File: src/hdl/adpcm4_pkg.sv
`timescale 1ns / 1ps

package adpcm4_pkg;

    localparam int BYTE_W    = 8;
    localparam int NIB_W     = 4;
    localparam int SMP_W     = 16;
    localparam int COEF_W    = 16;
    localparam int CFG_W     = 64;
    localparam int NUM_PAIRS = 8;
    localparam int CFG_IDX_W = $clog2(NUM_PAIRS);
    localparam int ENTRY_W   = 2 * COEF_W;
    localparam int PRED_IDX_W = CFG_IDX_W + 1;
    localparam int CNT_W     = 3;
    localparam int Q_SHIFT   = 11;

    localparam int PROD_W = COEF_W + SMP_W;
    localparam int ACC_W  = PROD_W + 1;
    localparam int PRED_W = ACC_W - Q_SHIFT;
    localparam int RES_W  = NIB_W + (1 << NIB_W) - 1;
    localparam int SUM_W  = ((PRED_W > RES_W) ? PRED_W : RES_W) + 1;

    localparam int SMP_MAX = 32767;
    localparam int SMP_MIN = -32768;

    localparam logic [CNT_W-1:0] BLOCK_LAST_CNT = CNT_W'(7);

    typedef enum logic [1:0] {
        MAC_IDLE,
        MAC_MUL_FIRST,
        MAC_MUL_SECOND,
        MAC_ADD
    } t_mac_op;

    typedef struct packed {
        t_mac_op            op;
        logic [NIB_W-1:0]   nibble;
        logic [NIB_W-1:0]   shift;
    } t_mac_ctrl;

    typedef struct packed {
        logic signed [COEF_W-1:0] newest;
        logic signed [COEF_W-1:0] older;
    } t_coef;

endpackage

File: src/hdl/adpcm4_in_if.sv
`timescale 1ns / 1ps

interface adpcm4_in_if import adpcm4_pkg::*; ();
    logic                     valid;
    logic                     ready;
    logic [BYTE_W-1:0]        data_byte;
    logic                     is_header;
    logic                     reload_history;
    logic signed [SMP_W-1:0]  seed_newest;
    logic signed [SMP_W-1:0]  seed_older;

    modport source (
        output valid, data_byte, is_header, reload_history, seed_newest, seed_older,
        input  ready
    );
    modport sink (
        input  valid, data_byte, is_header, reload_history, seed_newest, seed_older,
        output ready
    );
endinterface

File: src/hdl/adpcm4_out_if.sv
`timescale 1ns / 1ps

interface adpcm4_out_if import adpcm4_pkg::*; ();
    logic                     valid;
    logic                     ready;
    logic signed [SMP_W-1:0]  first_sample;
    logic signed [SMP_W-1:0]  second_sample;
    logic                     block_last;

    modport source (
        output valid, first_sample, second_sample, block_last,
        input  ready
    );
    modport sink (
        input  valid, first_sample, second_sample, block_last,
        output ready
    );
endinterface

File: src/hdl/adpcm4_coef_regs.sv
`timescale 1ns / 1ps

module adpcm4_coef_regs import adpcm4_pkg::*; (
    input  logic                   i_clk,
    input  logic                   i_rst_n,
    input  logic                   i_we,
    input  logic [CFG_IDX_W-1:0]   i_idx,
    input  logic [CFG_W-1:0]       i_data,
    input  logic [PRED_IDX_W-1:0]  i_pred_idx,
    output t_coef                  o_coef
);

    logic [CFG_W-1:0] r_pair [NUM_PAIRS];
    logic [CFG_W-1:0] pair_sel;

    always_ff @(posedge i_clk) begin
        if (!i_rst_n) begin
            for (int k = 0; k < NUM_PAIRS; k++) begin
                r_pair[k] <= '0;
            end
        end else if (i_we) begin
            r_pair[i_idx] <= i_data;
        end
    end

    assign pair_sel = r_pair[i_pred_idx[PRED_IDX_W-1:1]];
    assign o_coef   = i_pred_idx[0] ? t_coef'(pair_sel[2*ENTRY_W-1:ENTRY_W])
                                    : t_coef'(pair_sel[ENTRY_W-1:0]);

endmodule

File: src/hdl/adpcm4_mac.sv
`timescale 1ns / 1ps

module adpcm4_mac import adpcm4_pkg::*; (
    input  logic                     i_clk,
    input  t_mac_ctrl                i_ctrl,
    input  logic signed [COEF_W-1:0] i_coef,
    input  logic signed [SMP_W-1:0]  i_smp,
    output logic signed [SMP_W-1:0]  o_sum
);

    localparam logic signed [SUM_W-1:0] SAT_HI = SUM_W'(SMP_MAX);
    localparam logic signed [SUM_W-1:0] SAT_LO = SUM_W'(SMP_MIN);

    logic signed [PROD_W-1:0] r_prod;
    logic signed [ACC_W-1:0]  r_acc;
    logic signed [PRED_W-1:0] pred;
    logic signed [RES_W-1:0]  nib_ext;
    logic signed [RES_W-1:0]  resid;
    logic signed [SUM_W-1:0]  sum;

    always_ff @(posedge i_clk) begin
        unique case (i_ctrl.op)
            MAC_IDLE: begin
            end
            MAC_MUL_FIRST: begin
                r_prod <= i_coef * i_smp;
            end
            MAC_MUL_SECOND: begin
                r_prod <= i_coef * i_smp;
                r_acc  <= ACC_W'(r_prod);
            end
            MAC_ADD: begin
                r_acc <= r_acc + ACC_W'(r_prod);
            end
        endcase
    end

    always_comb begin
        pred    = $signed(r_acc[ACC_W-1:Q_SHIFT]);
        nib_ext = RES_W'($signed(i_ctrl.nibble));
        resid   = nib_ext <<< i_ctrl.shift;
        sum     = SUM_W'(pred) + SUM_W'(resid);
        if (sum > SAT_HI) begin
            o_sum = SMP_W'(SAT_HI);
        end else if (sum < SAT_LO) begin
            o_sum = SMP_W'(SAT_LO);
        end else begin
            o_sum = SMP_W'(sum);
        end
    end

endmodule

File: src/hdl/adpcm4_block_decoder.sv
`timescale 1ns / 1ps

// 4-bit ADPCM block decoder. Bytes arrive on the input channel; a byte marked
// is_header selects a predictor entry and scale (and may reload the history)
// and gives no result, with input ready left high. Each data byte gives one result
// with two samples. All arithmetic runs on one 16x16 multiplier-accumulator:
// each sample goes through four steps (newest product, older product, add,
// scale and saturate), and input ready stays low while a data byte is decoded.
// The result sits in an output register; a new byte is taken while it waits,
// and the block stalls only when a second result is ready before the first
// has been taken.
// Coefficient writes take effect at the next header byte.
module adpcm4_block_decoder import adpcm4_pkg::*; (
    input  logic                 i_clk,
    input  logic                 i_rst_n,
    input  logic                 i_cfg_we,
    input  logic [CFG_IDX_W-1:0] i_cfg_idx,
    input  logic [CFG_W-1:0]     i_cfg_data,
    adpcm4_in_if.sink            i_byte_ch,
    adpcm4_out_if.source         o_smp_ch
);

    typedef enum logic [2:0] {
        S_IDLE,
        S_MUL_N,
        S_MUL_O,
        S_ADD,
        S_SAT
    } t_state;

    t_state                    r_state;
    logic                      r_second;
    logic [BYTE_W-1:0]         r_byte;
    logic signed [COEF_W-1:0]  r_cn;
    logic signed [COEF_W-1:0]  r_co;
    logic [NIB_W-1:0]          r_shift;
    logic signed [SMP_W-1:0]   r_newest;
    logic signed [SMP_W-1:0]   r_older;
    logic [CNT_W-1:0]          r_count;
    logic signed [SMP_W-1:0]   r_first;
    logic                      r_out_valid;
    logic signed [SMP_W-1:0]   r_out_first;
    logic signed [SMP_W-1:0]   r_out_second;
    logic                      r_out_last;

    t_coef                     hdr_coef;
    t_mac_ctrl                 mac_ctrl;
    logic signed [COEF_W-1:0]  mac_coef;
    logic signed [SMP_W-1:0]   mac_smp;
    logic signed [SMP_W-1:0]   mac_sum;
    logic                      in_xfer;
    logic                      out_free;
    logic                      out_load;

    adpcm4_coef_regs u_coef (
        .i_clk      (i_clk),
        .i_rst_n    (i_rst_n),
        .i_we       (i_cfg_we),
        .i_idx      (i_cfg_idx),
        .i_data     (i_cfg_data),
        .i_pred_idx (i_byte_ch.data_byte[BYTE_W-1:NIB_W]),
        .o_coef     (hdr_coef)
    );

    adpcm4_mac u_mac (
        .i_clk  (i_clk),
        .i_ctrl (mac_ctrl),
        .i_coef (mac_coef),
        .i_smp  (mac_smp),
        .o_sum  (mac_sum)
    );

    assign i_byte_ch.ready = (r_state == S_IDLE);
    assign in_xfer         = i_byte_ch.valid && i_byte_ch.ready;
    assign out_free        = !r_out_valid || o_smp_ch.ready;
    assign out_load        = (r_state == S_SAT) && r_second && out_free;

    assign o_smp_ch.valid         = r_out_valid;
    assign o_smp_ch.first_sample  = r_out_first;
    assign o_smp_ch.second_sample = r_out_second;
    assign o_smp_ch.block_last    = r_out_last;

    always_comb begin
        mac_ctrl.nibble = r_second ? r_byte[NIB_W-1:0] : r_byte[BYTE_W-1:NIB_W];
        mac_ctrl.shift  = r_shift;
        mac_coef        = r_cn;
        mac_smp         = r_newest;
        unique case (r_state)
            S_MUL_N: mac_ctrl.op = MAC_MUL_FIRST;
            S_MUL_O: begin
                mac_ctrl.op = MAC_MUL_SECOND;
                mac_coef    = r_co;
                mac_smp     = r_older;
            end
            S_ADD:   mac_ctrl.op = MAC_ADD;
            default: mac_ctrl.op = MAC_IDLE;
        endcase
    end

    always_ff @(posedge i_clk) begin
        if (!i_rst_n) begin
            r_state     <= S_IDLE;
            r_second    <= 1'b0;
            r_cn        <= '0;
            r_co        <= '0;
            r_shift     <= '0;
            r_newest    <= '0;
            r_older     <= '0;
            r_count     <= '0;
            r_out_valid <= 1'b0;
        end else begin
            if (out_load) begin
                r_out_valid <= 1'b1;
            end else if (o_smp_ch.ready) begin
                r_out_valid <= 1'b0;
            end
            unique case (r_state)
                S_IDLE: begin
                    if (in_xfer) begin
                        if (i_byte_ch.is_header) begin
                            r_cn    <= hdr_coef.newest;
                            r_co    <= hdr_coef.older;
                            r_shift <= i_byte_ch.data_byte[NIB_W-1:0];
                            r_count <= '0;
                            if (i_byte_ch.reload_history) begin
                                r_newest <= i_byte_ch.seed_newest;
                                r_older  <= i_byte_ch.seed_older;
                            end
                        end else begin
                            r_byte   <= i_byte_ch.data_byte;
                            r_second <= 1'b0;
                            r_state  <= S_MUL_N;
                        end
                    end
                end
                S_MUL_N: r_state <= S_MUL_O;
                S_MUL_O: r_state <= S_ADD;
                S_ADD:   r_state <= S_SAT;
                S_SAT: begin
                    if (!r_second) begin
                        r_older  <= r_newest;
                        r_newest <= mac_sum;
                        r_first  <= mac_sum;
                        r_second <= 1'b1;
                        r_state  <= S_MUL_N;
                    end else if (out_free) begin
                        r_older      <= r_newest;
                        r_newest     <= mac_sum;
                        r_out_first  <= r_first;
                        r_out_second <= mac_sum;
                        r_out_last   <= (r_count == BLOCK_LAST_CNT);
                        r_count      <= r_count + 1'b1;
                        r_state      <= S_IDLE;
                    end
                end
                default: r_state <= S_IDLE;
            endcase
        end
    end

endmodule

File: src/flat_wrapper.sv
// flat-port wrapper written by rule: the top's interface ports become plain ports
module adpcm4_block_decoder_flat import adpcm4_pkg::*;
  (i_clk, i_rst_n, i_cfg_we, i_cfg_idx, i_cfg_data, i_byte_ch_valid, i_byte_ch_data_byte, i_byte_ch_is_header, i_byte_ch_reload_history, i_byte_ch_seed_newest, i_byte_ch_seed_older, i_byte_ch_ready, o_smp_ch_valid, o_smp_ch_first_sample, o_smp_ch_second_sample, o_smp_ch_block_last, o_smp_ch_ready);
  adpcm4_in_if i_byte_ch_i ();
  adpcm4_out_if o_smp_ch_i ();
  input  logic i_clk;
  input  logic i_rst_n;
  input  logic i_cfg_we;
  input  logic [CFG_IDX_W-1:0] i_cfg_idx;
  input  logic [CFG_W-1:0] i_cfg_data;
  input wire logic [$bits(i_byte_ch_i.valid)-1:0] i_byte_ch_valid;
  input wire logic [$bits(i_byte_ch_i.data_byte)-1:0] i_byte_ch_data_byte;
  input wire logic [$bits(i_byte_ch_i.is_header)-1:0] i_byte_ch_is_header;
  input wire logic [$bits(i_byte_ch_i.reload_history)-1:0] i_byte_ch_reload_history;
  input wire logic [$bits(i_byte_ch_i.seed_newest)-1:0] i_byte_ch_seed_newest;
  input wire logic [$bits(i_byte_ch_i.seed_older)-1:0] i_byte_ch_seed_older;
  output wire logic [$bits(i_byte_ch_i.ready)-1:0] i_byte_ch_ready;
  output wire logic [$bits(o_smp_ch_i.valid)-1:0] o_smp_ch_valid;
  output wire logic [$bits(o_smp_ch_i.first_sample)-1:0] o_smp_ch_first_sample;
  output wire logic [$bits(o_smp_ch_i.second_sample)-1:0] o_smp_ch_second_sample;
  output wire logic [$bits(o_smp_ch_i.block_last)-1:0] o_smp_ch_block_last;
  input wire logic [$bits(o_smp_ch_i.ready)-1:0] o_smp_ch_ready;
  assign i_byte_ch_i.valid = i_byte_ch_valid;
  assign i_byte_ch_i.data_byte = i_byte_ch_data_byte;
  assign i_byte_ch_i.is_header = i_byte_ch_is_header;
  assign i_byte_ch_i.reload_history = i_byte_ch_reload_history;
  assign i_byte_ch_i.seed_newest = i_byte_ch_seed_newest;
  assign i_byte_ch_i.seed_older = i_byte_ch_seed_older;
  assign i_byte_ch_ready = i_byte_ch_i.ready;
  assign o_smp_ch_valid = o_smp_ch_i.valid;
  assign o_smp_ch_first_sample = o_smp_ch_i.first_sample;
  assign o_smp_ch_second_sample = o_smp_ch_i.second_sample;
  assign o_smp_ch_block_last = o_smp_ch_i.block_last;
  assign o_smp_ch_i.ready = o_smp_ch_ready;
  adpcm4_block_decoder u_core (.i_clk(i_clk), .i_rst_n(i_rst_n), .i_cfg_we(i_cfg_we), .i_cfg_idx(i_cfg_idx), .i_cfg_data(i_cfg_data), .i_byte_ch(i_byte_ch_i), .o_smp_ch(o_smp_ch_i));
endmodule
File: config.mk
export PLATFORM = sky130hd
export DESIGN_NAME = adpcm4_block_decoder_flat
export DESIGN_NICKNAME = d
export VERILOG_FILES = /design/src/hdl/adpcm4_pkg.sv /design/src/hdl/adpcm4_in_if.sv /design/src/hdl/adpcm4_out_if.sv /design/src/hdl/adpcm4_coef_regs.sv /design/src/hdl/adpcm4_mac.sv /design/src/hdl/adpcm4_block_decoder.sv /design/src/flat_wrapper.sv
export SDC_FILE = /design/constraint.sdc
export NUM_CORES = 2
export LEC_CHECK = 0
export BUFFER_PORTS_ARGS = -buffer_cell sky130_fd_sc_hd__buf_2
export CAP_MARGIN = 5
export CORE_MARGIN = 2
export CORE_UTILIZATION = 47
export CTS_BUF_LIST = sky130_fd_sc_hd__clkbuf_2
export CTS_CLUSTER_DIAMETER = 120
export DETAILED_ROUTE_END_ITERATION = 10
export PLACE_DENSITY = 0.67
export SYNTH_ARGS = -nofsm -noshare
export SYNTH_HDL_FRONTEND = slang
export SYNTH_HIERARCHICAL = 1
export SYNTH_SLANG_ARGS = --single-unit
File: constraint.sdc
create_clock -name i_clk -period 7.2 [get_ports i_clk]
set_clock_uncertainty 0.15 [all_clocks]
set_input_delay 0.36 -clock i_clk [delete_from_list [all_inputs] [get_ports i_clk]]
set_output_delay 0.36 -clock i_clk [all_outputs]
set_load 0.01 [all_outputs]
Yosys cells after proc, flatten, opt, wreduce, memory -nomap -nowiden
Memories as Yosys holds them, arrays and structs flattened.
Index checks and enable logic that the tools add are counted.
{"block": "totals", "register_bits": 198, "mem_bits_rw": 512, "out_inout_bits": 35, "inputBits": 114, "word_cells": 102, "n_memories": 1}
{"block": "op_classes", "reduce_logical": 19, "n_mux": 42, "shifts": 1, "bitwise_logic": 2, "n_mul": 1, "magnitude_cmp": 2, "add_sub_neg": 3, "n_eq_ne": 15}
{"memory": "u_core.u_coef.r_pair", "depth": 8, "width": 64, "rd": 1, "rd_clocked_by_memory_dff": 0, "write_ports": 8, "line": "adpcm4_coef_regs.sv:13", "text": "logic [CFG_W-1:0] r_pair [NUM_PAIRS];"}
{"op": "$mux 16", "count": 14}
{"op": "$pmux 33 s2", "count": 1}
{"op": "$mux 64", "count": 1}
{"op": "$pmux 16 s2", "count": 2}
{"op": "$reduce_or 64->1", "count": 1}
{"op": "$add 33x32->33", "count": 1}
{"op": "$mul 16x16->32", "count": 1}
{"op": "$mux 32", "count": 1}
{"op": "$mux 3", "count": 9}
{"op": "$add 22x19->23", "count": 1}
{"op": "$gt 23x16->1 const B", "count": 1}
{"op": "$lt 23x16->1 const B", "count": 1}
{"op": "$sshl 4x4->19", "count": 1}
{"op": "$pmux 3 s5", "count": 1}
{"op": "$reduce_and 3->1", "count": 4}
{"op": "$reduce_and 5->1", "count": 2}
{"op": "$mux 1", "count": 9}
{"op": "$ne 2x2->1 const B", "count": 4}
{"op": "$reduce_and 4->1", "count": 2}
{"op": "$eq 3x2->1 const B", "count": 2}
{"op": "$eq 3x3->1 const B", "count": 2}
{"op": "$pmux 2 s3", "count": 1}
{"op": "$pmux 3 s2", "count": 1}
{"op": "$reduce_bool 2->1", "count": 3}
{"op": "14 further kinds", "count": 19}

Logic depth before layout (Yosys ltp)
{"block": "logic_depth", "word_depth": 9, "depth_mapped": 29, "ltp_nobuf": 26}

Hierarchy
The synthesis kept the hierarchy.
{"mod": "adpcm4_coef_regs", "instances": 1, "seq_area_each_um2": 15374.7, "cells_per_inst": 1367, "area_per_inst_um2": 22619.2}
{"mod": "adpcm4_mac", "instances": 1, "seq_area_each_um2": 1951.9, "cells_per_inst": 1652, "area_per_inst_um2": 15327.2}
{"mod": "adpcm4_block_decoder", "instances": 1, "seq_area_each_um2": 3233.1, "cells_per_inst": 454, "area_per_inst_um2": 5382.7}

Worst setup path before layout
Ideal clock, no wire load.
{"block": "synth_timing", "kind": "register to register", "start": "reg u_core.r_state[1]", "end": "reg u_core.u_mac.r_prod[30] (data pin)", "n_path_buf": 3, "t_arrival_ns": 7.312, "stages_incl_launch_ff": 28, "synth_period_minus_slack_ns": 7.720, "setup_time_ns": 0.258, "setup_slack_ns": -0.520, "required_ns": 6.792, "path_cell_list": "dfxtp_1 > clkbuf_1 > nor3b_2 > buf_2 > mux2_2 > clkbuf_1 > and2_1 > fa_1 > inv_1 > fa_1 > inv_1 > fa_1 > inv_1 > fa_1 > fa_1 > fa_1 > inv_1 > ha_1 > a21o_1 > a21o_1 > a21o_1 > a221o_1 > a2111oi_2 > nor3_1 > a2111oi_2 > o21bai_1 > a21oi_1 > xnor2_1"}
{"block": "synth_via", "elab_chain_len": 3, "elab_cells_between_ends": 4, "cone_classes": "1 x mul; 1 x eq/ne; 2 x mux"}
{"element": "start, declared", "line": "adpcm4_block_decoder.sv:31", "text": "t_state r_state;"}
{"element": "start signal, assigned", "line": "adpcm4_block_decoder.sv:102", "text": "r_state <= S_IDLE;"}
{"element": "start signal, assigned", "line": "adpcm4_block_decoder.sv:132", "text": "r_state <= S_MUL_N;"}
{"element": "start signal, assigned", "line": "adpcm4_block_decoder.sv:136", "text": "S_MUL_N: r_state <= S_MUL_O;"}
{"element": "$eq 3x2->1", "line": "adpcm4_block_decoder.sv:88", "text": "unique case (r_state)"}
{"element": "$mux 16", "line": "adpcm4_block_decoder.sv:88"}
{"element": "net u_core.mac_coef[14]", "line": "adpcm4_block_decoder.sv:48", "text": "logic signed [COEF_W-1:0] mac_coef;"}
{"element": "$mul 16x16->32", "line": "adpcm4_mac.sv:26, adpcm4_mac.sv:29"}
{"element": "end signal, assigned", "line": "adpcm4_mac.sv:26", "text": "r_prod <= i_coef * i_smp;"}
{"element": "end signal, assigned", "line": "adpcm4_mac.sv:29", "text": "r_prod <= i_coef * i_smp;"}
{"element": "end, declared", "line": "adpcm4_mac.sv:14", "text": "logic signed [PROD_W-1:0] r_prod;"}
The timed path passes the listed nets, and every way through them passes these cells.
A chain may end at the register's enable or synchronous reset.

Worst setup path after layout
{"block": "layout_timing", "start": "reg u_core.r_state[0]", "end": "reg u_core.u_mac.r_prod[31] (data pin)"}
The elaborated chain is that of the path after synthesis.

==> flow_summary.toml <==
[floorplan]
initial_core_util_pct = 47.3
die_w_um = 308
die_h_um = 308
coreArea_um2 = 91500
io-pin-count = 149
dieArea_um2 = 94600
rows = 111

[yosys]
yosys_warnings = 6
syn_nets = 3991
synth-main-ff-cell = "edfxtp_1"
synthSimpleGateAreaFrac_pct = 14.1
ys_seq_area_share_pct = 47.5
synth_mux_area_share_pct = 9.15
synth.distinct_cells = 74
synthXorXnorAreaFrac_pct = 1.59
synth_top_family_by_area = "adder cells"
ys_ff_latch = 710
async_reset_ff_share_pct = 0
synthesis.area_um2 = 43300
synth_adder_area_share_pct = 16.2
syn_inst = 3473
synth_edf_count = 634
synth-compound-area-share_pct = 6.75
avgSynthCellArea_um2 = 12.5

[critical_path]
critPathMaxFanout = 8
endpoint_kind = "flop"
crit_arrival_ps = 8100
required_ps = 8140
r2r-start = "u_core/r_state[0]"
critPathLaunchType = "flop"
startpoint = "u_core/r_state[0]"
crit_type = "reg -> reg"

[clock_tree]
root_buffer = "clkbuf_2"
clk_latency_ps = 1430
cts_tree = "built"
h-tree-depth = 4
cts.path.max_buffers = 3
cts_sinks = 710
cts_made_buffers = 179
clk_pin_slew_ps = 120

[routing]
drtAntennaViolNets = 0
viasPerCell = 5.42
drt-initial-drc-count = 2219
routedWlPerCell_um = 21.4
drt_wl_total_um = 115000
num_vias = 29144
post-route-drc-count = 0
dr.pass1.iters = 5

[layout]
syn_to_final_growth_pct = 18.0
register_area_um2 = 20600
drive_gt1_share_pct = 22.0
final_cell_mix = "634 x edfxtp_1, 629 x and2_1, 326 x inv_1, 280 x nand2_1, 271 x dlygate4sd3_1"
multi_input_area_um2 = 21300
instances_no_fill = 5376
fill_cells = 7603
finalNetCount = 4576
final_common_cell = "edfxtp_1"

[place]
dp_cells = 4768
buffer_ports.inserted = 148
gp_congestion = 0.902
place_ws_ps = -109
hpwlAfterDp_um = 72100

[global_route]
grt-ovfl-total = 0
grt_usage_pct = 24.5
grt_antenna_before_repair = 9
grt_pass1_wl_um = 176000
grt_pass1_vias = 30862
grt_max_degree = 79

[hold_path]
hp-start = "u_core/r_first[7]"
hp-class = "reg -> reg"

[run_status]
status = "finished, final reports clean"

[sta]
drv_slew = 0
worst_pin_slew_ps = 1180
grt_setup_unrepaired = "true"
setup_viol = 0
finalCritPeriodShare_pct = 99.4
finalWorstSetupSlack_ps = 41.8
fmax_mhz = 140
maxSlewHeadroom_pct = 21.2
final.min_clock_period_ps = 7160
hold_violations = 0

[power]
p_per_area_nw_per_um2 = 187
peakVddDrop_mv = 0.135
leakage_uw = 0.0209

[run]
cap_viol_max_count = 0
==> layout make-up <==
type / instances / area share, %
Multi-Input combinational cell: 2254 / 41.7
Tap cell: 1186 / 2.90
Inverter: 335 / 2.47
Timing Repair Buffer: 578 / 9.52
Sequential cell: 710 / 40.2
Clock inverter: 36 / 0.480
Clock buffer: 270 / 2.64
Antenna cell: 7 / 0.0343
==> logic make-up (layout without fill, tap and decap cells) <==
group,count (synthesis),after routing
xor gates and xnor gates,78,78
muxes,227,230
other,0,7
buffers and inverters,512,1219
DFF,710,710
adders and majority gates,404,404
AOI/OAI and AO/OA,408,408
and+or+nand+nor,1134,1134
==> where the power goes <==
| part | internal (uW) | switching (uW) |
|---|---|---|
| sequential | 4770 | 118 |
| combinational | 850 | 1090 |
| clock | 1070 | 1650 |
==> cells in the mapped netlist, drive strengths merged (14+ instances only) <==
master	n	area share (%)
xor2	22	0.46
nand3	27	0.32
a21o	52	0.90
mux2	61	1.6
clkbuf	126	1.1
dfxtp	76	3.5
a211oi	39	1.0
edfxtp	634	44
o21ai	49	0.58
a22oi	67	1.2
mux4	129	6.7
xnor2	56	1.1
buf	51	0.70
nor3	25	0.29
mux2i	37	0.85
nor2b	16	0.23
ha	140	4.0
o21a	14	0.24
and2	636	9.2
nor2	103	0.92
a21oi	114	1.3
fa	264	12
nand2b	17	0.25
inv	335	2.9
nand2	281	2.4
==> flip-flops by register name (all words and copies together), names as in the netlist, 3 cells and up <==
register,flops
u_core/r_byte,8
u_core/u_mac/r_prod,32
u_core/r_count,3
u_core/r_newest,16
u_core/u_mac/r_acc,33
u_core/r_first,16
u_core/r_cn,16
u_core/o_smp_ch.second_sample,16
u_core/o_smp_ch.first_sample,16
u_core/u_coef/r_pair,512
u_core/r_shift,4
u_core/r_co,16
u_core/r_older,16
u_core/r_state,3
==> through the flow <==
step | cell area [um2] | total power [uW] | util [%] | hold WS (ps) | TNS [ps]
finish | 51100 | 9560 | 55.9 | 264 | 0
detailed placement | 46100 | 6710 | 50.4 | 255 | -369
global placement | 46100 | 6680 | 50.4 | 252 | -110
CTS | 50600 | 9580 | 55.3 | 37.7 | -34.1
global route | 51100 | 10000 | 55.9 | 136 | -999
floorplan | 43400 | 6130 | - | 250 | -7.64
==> path summary, 6_finish.rpt <==
check	endpoint	slack, ps	cells after the start
max reg2reg	u_core/u_mac/r_prod[31]	40	24
max	u_core/u_mac/r_prod[31]	40	24
min	u_core/o_smp_ch.first_sample[7]	260	0
min reg2reg	u_core/o_smp_ch.first_sample[7]	260	0
==> layer usage <==
metal | track usage (%) | vias up | share of wire (%)
met5 | 0 | - | 0.036
met4 | 9.85 | 6 | 3.2
met3 | 4.29 | 219 | 6.3
met2 | 42.8 | 955 | 51
met1 | 30.1 | 14659 | 40
li1 | - | 13305 | -
==> worst max-delay path: stages, from the launching register on <==
cell	delay, ps
dfxtp_2	340
nor3b_4	240
buf_12	180
buf_12	150
mux2_2	380
buf_4	160
nand2_1	70
fa_1	450
fa_2	590
fa_1	440
fa_1	540
inv_1	50
fa_1	450
fa_1	550
ha_4	220
and3_4	190
and3_4	180
a31oi_4	200
a31oi_4	130
a2111o_1	430
a21oi_2	200
o21ai_2	90
a41oi_2	270
a21oi_2	80
xnor2_1	120
==> timing repair <==
item | CTS | global route
resized for setup | 23 | 87
endpoints found under the hold margin | 902 | 0
hold buffers | 272 | 0
setup buffers | 1 | 19
gates cloned | 2 | 3
pin swaps | 8 | 50
endpoints found under the setup margin | 4 | 12
(Power assumes the default switching activity.)
